==> src/rtl/core/cdc_pkg.sv <==
// cdc_pkg: shared types, codes and the month length table of the calendar date counter.
// No dependencies; imported by cdc_leap, cdc_step, calendar_date_counter and the testbench.

package cdc_pkg;

  localparam int unsigned MONTHS   = 12;
  localparam int unsigned CFG_BITS = 16;

  typedef enum logic [1:0] {
    ACT_LOAD    = 2'd0,
    ACT_ADVANCE = 2'd1,
    ACT_BACKUP  = 2'd2,
    ACT_COMPARE = 2'd3
  } action_t;

  typedef enum logic [1:0] {
    ST_OK         = 2'd0,
    ST_STORED_BAD = 2'd1,
    ST_GIVEN_BAD  = 2'd2,
    ST_RANGE      = 2'd3
  } status_t;

  typedef struct packed {
    logic    date_valid;
    logic    earlier;
    status_t status;
  } step_res_t;

  localparam logic [4:0] MONTH_LEN [MONTHS] = '{
    5'd31, 5'd28, 5'd31, 5'd30, 5'd31, 5'd30,
    5'd31, 5'd31, 5'd30, 5'd31, 5'd30, 5'd31
  };

  localparam logic [4:0] FEB_LEAP_LEN = 5'd29;
  localparam logic [3:0] MONTH_FEB    = 4'd2;
  localparam logic [3:0] MONTH_JAN    = 4'd1;
  localparam logic [3:0] MONTH_DEC    = 4'd12;
  localparam logic [4:0] DAY_FIRST    = 5'd1;
  localparam logic [4:0] DAY_DEC_LAST = 5'd31;

  // Days in month m (1..12); zero for a month number that means nothing.
  function automatic logic [4:0] month_days(input logic [3:0] m, input logic leap);
    logic [4:0] len;
    len = 5'd0;
    if (m == MONTH_FEB && leap) begin
      len = FEB_LEAP_LEN;
    end else if (m >= MONTH_JAN && m <= MONTH_DEC) begin
      len = MONTH_LEN[4'(m - 4'd1)];
    end
    return len;
  endfunction

endpackage

==> src/rtl/core/cdc_leap.sv <==
// cdc_leap: Gregorian leap-year test on a YEAR_BITS wide year.
// Divisibility by 25 via multiply by the modular inverse; depends on cdc_pkg.

module cdc_leap #(
  parameter int unsigned YEAR_BITS = 16
) (
  input  logic [YEAR_BITS-1:0] year,
  output logic                 leap
);
  import cdc_pkg::*;

  // Inverse of 25 modulo 2^64 by Newton steps (3, 6, 12, 24, 48, 96 bits).
  function automatic logic [63:0] inv25_calc();
    logic [63:0] x;
    x = 64'd25;
    for (int i = 0; i < 5; i++) begin
      x = x * (64'd2 - 64'd25 * x);
    end
    return x;
  endfunction

  localparam logic [63:0]          INV64 = inv25_calc();
  localparam logic [YEAR_BITS-1:0] INV   = INV64[YEAR_BITS-1:0];
  localparam logic [63:0]          LIM64 = ((64'd1 << YEAR_BITS) - 64'd1) / 64'd25;
  localparam logic [YEAR_BITS-1:0] LIM   = LIM64[YEAR_BITS-1:0];

  logic [YEAR_BITS-1:0] prod;
  logic                 div4;
  logic                 div16;
  logic                 div25;

  assign prod  = YEAR_BITS'(year * INV);
  assign div25 = (prod <= LIM);
  assign div4  = (year[1:0] == 2'd0);
  assign div16 = (year[3:0] == 4'd0);

  // by 4 and not by 100, or by 400 (= by 16 and by 25)
  assign leap = div4 && (!div25 || div16);

endmodule

==> src/rtl/core/cdc_step.sv <==
// cdc_step: next stored date and result flags for one action.
// Depends on cdc_pkg and cdc_leap.

module cdc_step #(
  parameter int unsigned YEAR_BITS = 16
) (
  input  cdc_pkg::action_t               action,
  input  logic [YEAR_BITS-1:0]           year,
  input  logic [3:0]                     month,
  input  logic [4:0]                     day,
  input  logic                           in_leap,
  input  logic [YEAR_BITS-1:0]           stored_year,
  input  logic [3:0]                     stored_month,
  input  logic [4:0]                     stored_day,
  input  logic                           stored_valid,
  input  logic [cdc_pkg::CFG_BITS-1:0]   year_floor,
  output logic [YEAR_BITS-1:0]           year_next,
  output logic [3:0]                     month_next,
  output logic [4:0]                     day_next,
  output cdc_pkg::step_res_t             res
);
  import cdc_pkg::*;

  localparam int unsigned CW = (YEAR_BITS > CFG_BITS) ? YEAR_BITS : CFG_BITS;
  localparam logic [YEAR_BITS-1:0] YEAR_MAX = {YEAR_BITS{1'b1}};

  logic                 st_leap;
  logic                 in_ok;
  logic [4:0]           cur_len;
  logic [4:0]           prev_len;
  logic [YEAR_BITS-1:0] year_dec;

  cdc_leap #(.YEAR_BITS(YEAR_BITS)) u_leap (
    .year (stored_year),
    .leap (st_leap)
  );

  assign in_ok = (CW'(year) >= CW'(year_floor)) &&
                 (month >= MONTH_JAN) && (month <= MONTH_DEC) &&
                 (day >= DAY_FIRST) && (day <= month_days(month, in_leap));

  assign cur_len  = month_days(stored_month, st_leap);
  assign prev_len = month_days(4'(stored_month - 4'd1), st_leap);
  assign year_dec = YEAR_BITS'(stored_year - 1'b1);

  always_comb begin
    year_next      = stored_year;
    month_next     = stored_month;
    day_next       = stored_day;
    res.date_valid = stored_valid;
    res.earlier    = 1'b0;
    res.status     = ST_OK;

    if (action == ACT_LOAD) begin
      year_next      = year;
      month_next     = month;
      day_next       = day;
      res.date_valid = in_ok;
      res.status     = in_ok ? ST_OK : ST_GIVEN_BAD;
    end else if (!stored_valid) begin
      res.status = ST_STORED_BAD;
    end else begin
      case (action)
        ACT_ADVANCE: begin
          if (stored_day < cur_len) begin
            day_next = 5'(stored_day + 5'd1);
          end else if (stored_month < MONTH_DEC) begin
            month_next = 4'(stored_month + 4'd1);
            day_next   = DAY_FIRST;
          end else if (stored_year == YEAR_MAX) begin
            res.status = ST_RANGE;
          end else begin
            year_next  = YEAR_BITS'(stored_year + 1'b1);
            month_next = MONTH_JAN;
            day_next   = DAY_FIRST;
          end
        end
        ACT_BACKUP: begin
          if (stored_day > DAY_FIRST) begin
            day_next = 5'(stored_day - 5'd1);
          end else if (stored_month > MONTH_JAN) begin
            month_next = 4'(stored_month - 4'd1);
            day_next   = prev_len;
          end else if (stored_year == '0 ||
                       CW'(year_dec) < CW'(year_floor)) begin
            res.status = ST_RANGE;
          end else begin
            year_next  = year_dec;
            month_next = MONTH_DEC;
            day_next   = DAY_DEC_LAST;
          end
        end
        ACT_COMPARE: begin
          if (!in_ok) begin
            res.status = ST_GIVEN_BAD;
          end else if (stored_year != year) begin
            res.earlier = stored_year < year;
          end else if (stored_month != month) begin
            res.earlier = stored_month < month;
          end else begin
            res.earlier = stored_day < day;
          end
        end
        default: begin
          res.status = ST_OK;
        end
      endcase
    end
  end

endmodule

==> src/rtl/core/calendar_date_counter.sv <==
// calendar_date_counter: top level, input register, date state and result register.
// Depends on cdc_pkg, cdc_leap and cdc_step.
//
// Usage
//   Slave stream (s_*): one command per transfer. s_tuser carries the action
//   (load, advance, back up, compare); s_tdata carries year, month and day.
//   Master stream (m_*): exactly one result per command, in order: the
//   stored date after the step, its valid flag, the compare flag and status.
//   cfg_we/cfg_wdata write year_floor (earliest valid year); write only while
//   the block is idle (nothing in flight).
// Pipeline
//   A command is held in the input register, its result then in the result
//   register. One command per cycle while m_tready is high: the whole step
//   (leap test by one constant multiply, month length lookup, carry update)
//   sits in a single stage between the input register and the result register.
// Reset (rst, synchronous): stored date cleared to zero and marked invalid,
//   year_floor back to 1, both stream registers emptied.
// Back-pressure: while m_tready is low the result register holds, the input
//   register still takes one command, then s_tready drops until the result
//   is taken.

module calendar_date_counter #(
  parameter int unsigned YEAR_BITS = 16
) (
  input  logic                                   clk,
  input  logic                                   rst,
  // configuration
  input  logic                                   cfg_we,
  input  logic [cdc_pkg::CFG_BITS-1:0]           cfg_wdata,
  // command stream
  input  logic                                   s_tvalid,
  output logic                                   s_tready,
  // s_tdata, low bit up: year, month, day, zero fill
  input  logic [((YEAR_BITS+9+7)/8)*8-1:0]       s_tdata,
  // s_tuser: action
  input  logic [1:0]                             s_tuser,
  // result stream
  output logic                                   m_tvalid,
  input  logic                                   m_tready,
  // m_tdata, low bit up: cur_year, cur_month, cur_day, date_valid, earlier,
  // status, zero fill
  output logic [((YEAR_BITS+13+7)/8)*8-1:0]      m_tdata
);
  import cdc_pkg::*;

  localparam int unsigned OUT_W = ((YEAR_BITS + 13 + 7) / 8) * 8;

  // configuration register
  logic [CFG_BITS-1:0]  year_floor;

  // input register
  logic                 in_valid;
  action_t              in_action;
  logic [YEAR_BITS-1:0] in_year;
  logic [3:0]           in_month;
  logic [4:0]           in_day;
  logic                 in_leap;
  logic                 s_leap;

  // stored date
  logic [YEAR_BITS-1:0] stored_year;
  logic [3:0]           stored_month;
  logic [4:0]           stored_day;
  logic                 stored_valid;

  // step outputs
  logic [YEAR_BITS-1:0] year_next;
  logic [3:0]           month_next;
  logic [4:0]           day_next;
  step_res_t            res_next;

  // result register
  logic [YEAR_BITS-1:0] out_year;
  logic [3:0]           out_month;
  logic [4:0]           out_day;
  step_res_t            out_res;

  logic                 out_free;
  logic                 fire;

  assign out_free = !m_tvalid || m_tready;
  assign fire     = in_valid && out_free;
  assign s_tready = !in_valid || out_free;

  // leap flag of the incoming year is taken with the command
  cdc_leap #(.YEAR_BITS(YEAR_BITS)) u_in_leap (
    .year (s_tdata[YEAR_BITS-1:0]),
    .leap (s_leap)
  );

  cdc_step #(.YEAR_BITS(YEAR_BITS)) u_step (
    .action           (in_action),
    .year             (in_year),
    .month            (in_month),
    .day              (in_day),
    .in_leap          (in_leap),
    .stored_year      (stored_year),
    .stored_month     (stored_month),
    .stored_day       (stored_day),
    .stored_valid     (stored_valid),
    .year_floor       (year_floor),
    .year_next        (year_next),
    .month_next       (month_next),
    .day_next         (day_next),
    .res              (res_next)
  );

  always_ff @(posedge clk) begin
    if (rst) begin
      year_floor <= CFG_BITS'(1);
    end else if (cfg_we) begin
      year_floor <= cfg_wdata;
    end
  end

  // input register
  always_ff @(posedge clk) begin
    if (rst) begin
      in_valid <= 1'b0;
    end else if (s_tready) begin
      in_valid <= s_tvalid;
    end
    if (s_tvalid && s_tready) begin
      in_action <= action_t'(s_tuser);
      in_year   <= s_tdata[YEAR_BITS-1:0];
      in_month  <= s_tdata[YEAR_BITS+3:YEAR_BITS];
      in_day    <= s_tdata[YEAR_BITS+8:YEAR_BITS+4];
      in_leap   <= s_leap;
    end
  end

  // stored date, updated as each command passes the step
  always_ff @(posedge clk) begin
    if (rst) begin
      stored_year  <= '0;
      stored_month <= '0;
      stored_day   <= '0;
      stored_valid <= 1'b0;
    end else if (fire) begin
      stored_year  <= year_next;
      stored_month <= month_next;
      stored_day   <= day_next;
      stored_valid <= res_next.date_valid;
    end
  end

  // result register
  always_ff @(posedge clk) begin
    if (rst) begin
      m_tvalid <= 1'b0;
    end else if (fire) begin
      m_tvalid <= 1'b1;
    end else if (m_tready) begin
      m_tvalid <= 1'b0;
    end
    if (fire) begin
      out_year  <= year_next;
      out_month <= month_next;
      out_day   <= day_next;
      out_res   <= res_next;
    end
  end

  assign m_tdata = OUT_W'({out_res.status, out_res.earlier, out_res.date_valid,
                           out_day, out_month, out_year});

`ifndef SYNTHESIS
  // a valid stored date always has a sane month and day
  a_valid_date: assert property (@(posedge clk) disable iff (rst)
    stored_valid |-> (stored_month >= MONTH_JAN && stored_month <= MONTH_DEC &&
                      stored_day >= DAY_FIRST && stored_day <= DAY_DEC_LAST))
    else $error("stored date flagged valid but out of range");

  // a processed command always lands in the result register
  a_fire_result: assert property (@(posedge clk) disable iff (rst)
    fire |=> m_tvalid)
    else $error("result lost after step");

  // a range error (year overflow or backing up below the floor) leaves the stored date untouched
  a_range_hold: assert property (@(posedge clk) disable iff (rst)
    (fire && res_next.status == ST_RANGE) |=>
      ($stable(stored_year) && $stable(stored_month) && $stable(stored_day)))
    else $error("date changed on out-of-range step");

  // earlier is only reported on a successful step
  a_earlier_ok: assert property (@(posedge clk) disable iff (rst)
    (m_tvalid && out_res.earlier) |-> (out_res.status == ST_OK && out_res.date_valid))
    else $error("earlier set with failing status");

  // stored-invalid status never comes with a valid date
  a_invalid_flag: assert property (@(posedge clk) disable iff (rst)
    (m_tvalid && out_res.status == ST_STORED_BAD) |-> !out_res.date_valid)
    else $error("stored-invalid status with valid date");
`endif

endmodule

==> config.mk <==
export PLATFORM = sky130hd
export DESIGN_NAME = calendar_date_counter
export DESIGN_NICKNAME = d
export VERILOG_FILES = /design/src/rtl/core/cdc_pkg.sv /design/src/rtl/core/cdc_leap.sv /design/src/rtl/core/cdc_step.sv /design/src/rtl/core/calendar_date_counter.sv
export SDC_FILE = /design/constraint.sdc
export NUM_CORES = 1
export LEC_CHECK = 0
export BUFFER_PORTS_ARGS = -buffer_cell sky130_fd_sc_hd__buf_2
export CAP_MARGIN = 10
export CORE_AREA = 2 2 140 142
export DETAILED_ROUTE_END_ITERATION = 8
export DIE_AREA = 0 0 142 144
export PLACE_DENSITY = 0.85
export SYNTH_ARGS = -nofsm -noshare
export SYNTH_HDL_FRONTEND = slang
export SYNTH_HIERARCHICAL = 1
export SYNTH_SLANG_ARGS = --single-unit
==> constraint.sdc <==
create_clock -name clk -period 7.5 [get_ports clk]
set_clock_uncertainty 0.15 [all_clocks]
set_input_delay 2.25 -clock clk [delete_from_list [all_inputs] [get_ports clk]]
set_output_delay 2.25 -clock clk [all_outputs]
set_load 0.02 [all_outputs]
==> key figures <==
STA
  – Relative slew slack: 28.5%
  – FMAX: 138 MHz
  – Final min period: 7240 ps
  – Slew Viols, Final: 0
  – Worst-margin pin slew: 1070 ps
  – Hold_ws: 350 ps
  – Setup violators final: 0
  – Tcrit/Tclk final: 96.5%
  – Setup ws final: 261 ps
  – Fin. Hold Viols: 0
  – RSZ-0062 raised after global routing: false

Critical path
  – Setup crit start: stored_year[2]$_SDFFE_PP0P_
  – Crit Path Max Fanout: 12
  – CP required: 7570 ps
  – Endpoint type of the worst setup path: flip-flop
  – R2r endpoint: stored_year[8]$_SDFFE_PP0P_
  – Reg2Reg Depth: 27
  – Reg-to-reg setup timing slack: 260 ps
  – Crit path capture: stored_year[8]$_SDFFE_PP0P_
  – Startpoint types: flip-flop
  – Arrival @ worst endpoint: 7310 ps
  – R2r startpoint: stored_year[2]$_SDFFE_PP0P_
  – Setup CP Type: reg -> reg

Global routing
  – Global-route wire length before repair: 45800 um
  – Number of global-route vias before repair: 9289
  – Initial antenna violation count: 0
  – Tot GR Track Use: 28.1%
  – Largest net degree at the start of global routing: 71
  – GRT overflow: 0

Power
  – Power Internal: 1310 uW
  – PD cells: 177 mW/mm^2
  – Logic pwr share: 47.7%
  – LEAKAGE: 0.00570 uW
  – Sw Ratio: 39.4%
  – Maximum vdd drop: 0.000225 V
  – Psw: 849 uW
  – Sequential power share: 29.7%
  – Clock Power Share: 22.6%

Clocking
  – H-tree depth: 3
  – CTS tree: yes
  – CTS Buf Count: 9
  – Clk sinks: 101
  – Skew-Pair Late Insertion Delay: 370 ps
  – Clock Root Buffer: clkbuf_16
  – Hold-fix buffers, CTS: 0
  – Buffers from clock root to sink, at most: 2
  – Clock transition at the registers of the reported paths: 70 ps

Place
  – Placed cell areas: 0.0118 sq mm
  – Pre-CTS setup slack: -36.9 ps
  – HPWL after DPL: 21500 um
  – Port bufs: 78
  – GPL Wtd Cong: 0.939

Logic synthesis
  – Ys async rst share: 0%
  – Number of register bits inferred by synthesis: 101
  – Most common cell in the netlist: ha_1
  – Synth top area share: 22.6%
  – Mean post-synth cell area: 9.11 sq um
  – Post-synthesis cell area: 0.0112 sq mm
  – Post-synth top area cell: ha_1
  – Top_reg_cell synth: edfxtp_1
  – Number of synthesized flops with an enable pin: 57
  – Sequential area share after synthesis: 23.1%
  – Distinct cells, synth: 89
  – Syn Inst Count: 1233
  – Synth area leaders: ha_1 (23%), edfxtp_1 (15%), dfxtp_1 (7.8%)
  – Most common library cells after synthesis: ha_1 (203), inv_1 (148), nand2_1 (68), nand2b_1 (65), nor2_1 (62)
  – Ys Warns: 6

Die
  – Row count: 51
  – Core Area: 0.0191 sq mm
  – Initial Util: 58.9%
  – Die footprint: 0.0204 sq mm
  – Io pins: 89
  – Die width: 142 um
  – Die outline height: 144 um

Routing
  – WL final: 28500 um
  – Drt first pass iters: 8
  – Remaining antenna violation count after routing: 0
  – # DRC: 0
  – Vias after detailed routing: 9540
  – Per-cell routed wire length: 18.6 um
  – Iteration-0 DRC count of the detailed router: 865
  – Drt via density: 6.21

Layout
  – Sequential Area: 0.00260 sq mm
  – Ant diodes: 0
  – Fin nets: 1586
  – Fillers: 1484
  – Area growth syn-to-layout: 8.68%
  – Share of layout cells above drive strength 1: 12.4%
  – Post-layout instance area: 0.0122 sq mm
  – Area of the multi-input gates: 0.00784 sq mm

Job
  – Maxcap violations: 0

Hold path
  – Worst hold path class: reg -> reg

Outcome
  – Outcome: complete, no violations
registers in the layout, indices dropped and copies added (netlist names), 2 cells and up:
signal,cells
stored_day,5
stored_year,16
in_year,16
m_tdata,4
in_day,5
year_floor,16
out_year,16
out_day,5
in_month,4
in_action,2
out_month,4
stored_month,4
repair_timing:
action                                  in CTS  in global routing
resized for setup                            1                 13
pin swaps                                    1                  5
setup buffers                                0                  0
endpoints found under the setup margin       4                 50
critical path, cell delays in order (launching register included):
cell	delay (ps)
dfxtp_4	370
ha_1	330
ha_1	290
inv_1	50
fa_1	500
fa_1	540
inv_1	50
fa_1	490
ha_1	230
xnor2_1	180
xnor2_1	150
xnor3_1	280
a311oi_2	300
a41oi_2	230
and3_4	230
nor2b_1	100
o21ai_0	100
ha_1	290
nand4_1	200
a311oi_2	400
nor3_2	80
buf_4	200
or4_4	500
xnor2_2	150
a2111oi_2	390
a211oi_2	110
nand2b_1	100
mux2i_1	60
cell usage in the layout, fill, tap and decap left out, types with 19 or more instances in the layout:
cell type / n
edfxtp_1: 57
fa_1: 36
xor2_1: 19
buf_2: 78
nand2_1: 68
mux2i_1: 51
xnor2_1: 31
nand2b_1: 65
ha_1: 203
dfxtp_1: 43
nor3_1: 29
buf_4: 28
inv_1: 148
a21oi_1: 56
nand3_1: 20
o21ai_0: 52
nor2_1: 61
layer usage:
metal	wire (um)	GRT usage (%)	vias up	share of wire (%)
met5	0	0	-	0
met4	906	11.1	0	3.2
met3	2010	4.64	82	7.0
met2	13800	49.1	456	49
met1	11800	34.9	4522	41
li1	-	-	4480	-
worst min path at each step:
stage	startpoint	to	slack, ps	depth (start not counted)
finish	year_floor[11]$_SDFFE_PP0P_	year_floor[11]$_SDFFE_PP0P_	350	2
global route	year_floor[5]$_SDFFE_PP0P_	year_floor[5]$_SDFFE_PP0P_	380	2
CTS	year_floor[11]$_SDFFE_PP0P_	year_floor[11]$_SDFFE_PP0P_	350	2
detailed placement	year_floor[9]$_SDFFE_PP0P_	year_floor[9]$_SDFFE_PP0P_	340	2
global placement	year_floor[11]$_SDFFE_PP0P_	year_floor[11]$_SDFFE_PP0P_	330	2
floorplan	year_floor[10]$_SDFFE_PP0P_	year_floor[10]$_SDFFE_PP0P_	310	2
cell families (layout without fill, tap and decap cells):
| logic type | after synthesis | in the layout | share of synthesized area [%] |
|---|---|---|---|
| buffers and inverters | 211 | 273 | 7.81 |
| other | 1 | 3 | 0.0334 |
| and+or+nand+nor | 328 | 328 | 15.3 |
| xor gates and xnor gates | 60 | 60 | 5.67 |
| muxes | 52 | 52 | 4.64 |
| adders and majority gates | 239 | 239 | 29.0 |
| AOI/OAI and AO/OA | 241 | 241 | 14.4 |
| DFF | 101 | 101 | 23.1 |
cell type report:
class	count	area share, %
clock buffers	9	1.84
well taps	238	2.44
inverters	151	4.64
multi-input cells	923	64.2
flip-flops and latches	101	21.3
clock inverters	7	0.707
repair buffers	106	4.92
stage by stage:
| step | TNS, ps | util (%) | total power [uW] | cells |
|---|---|---|---|---|
| 2_1_floorplan | 0 | - | 1400 | 1235 |
| 3_3_place_gp | 0 | 62.1 | 1600 | 1519 |
| 3_5_place_dp | -43.9 | 62.1 | 1650 | 1519 |
| 4_1_cts | 0 | 63.7 | 2140 | 1535 |
| 5_1_grt | 0 | 64.0 | 2280 | 1535 |
| 6_report | 0 | 64.0 | 2160 | 1535 |
power groups by stage:
| stage | registers (uW) | logic [uW] | clock network [uW] |
|---|---|---|---|
| 2_1_floorplan | 658 | 745 | 0 |
| 3_3_place_gp | 652 | 947 | 0 |
| 3_5_place_dp | 653 | 1000 | 0 |
| 4_1_cts | 641 | 1010 | 494 |
| 5_1_grt | 644 | 1130 | 512 |
| 6_report | 641 | 1030 | 487 |
Note: power is estimated with default switching activity, not from simulation.
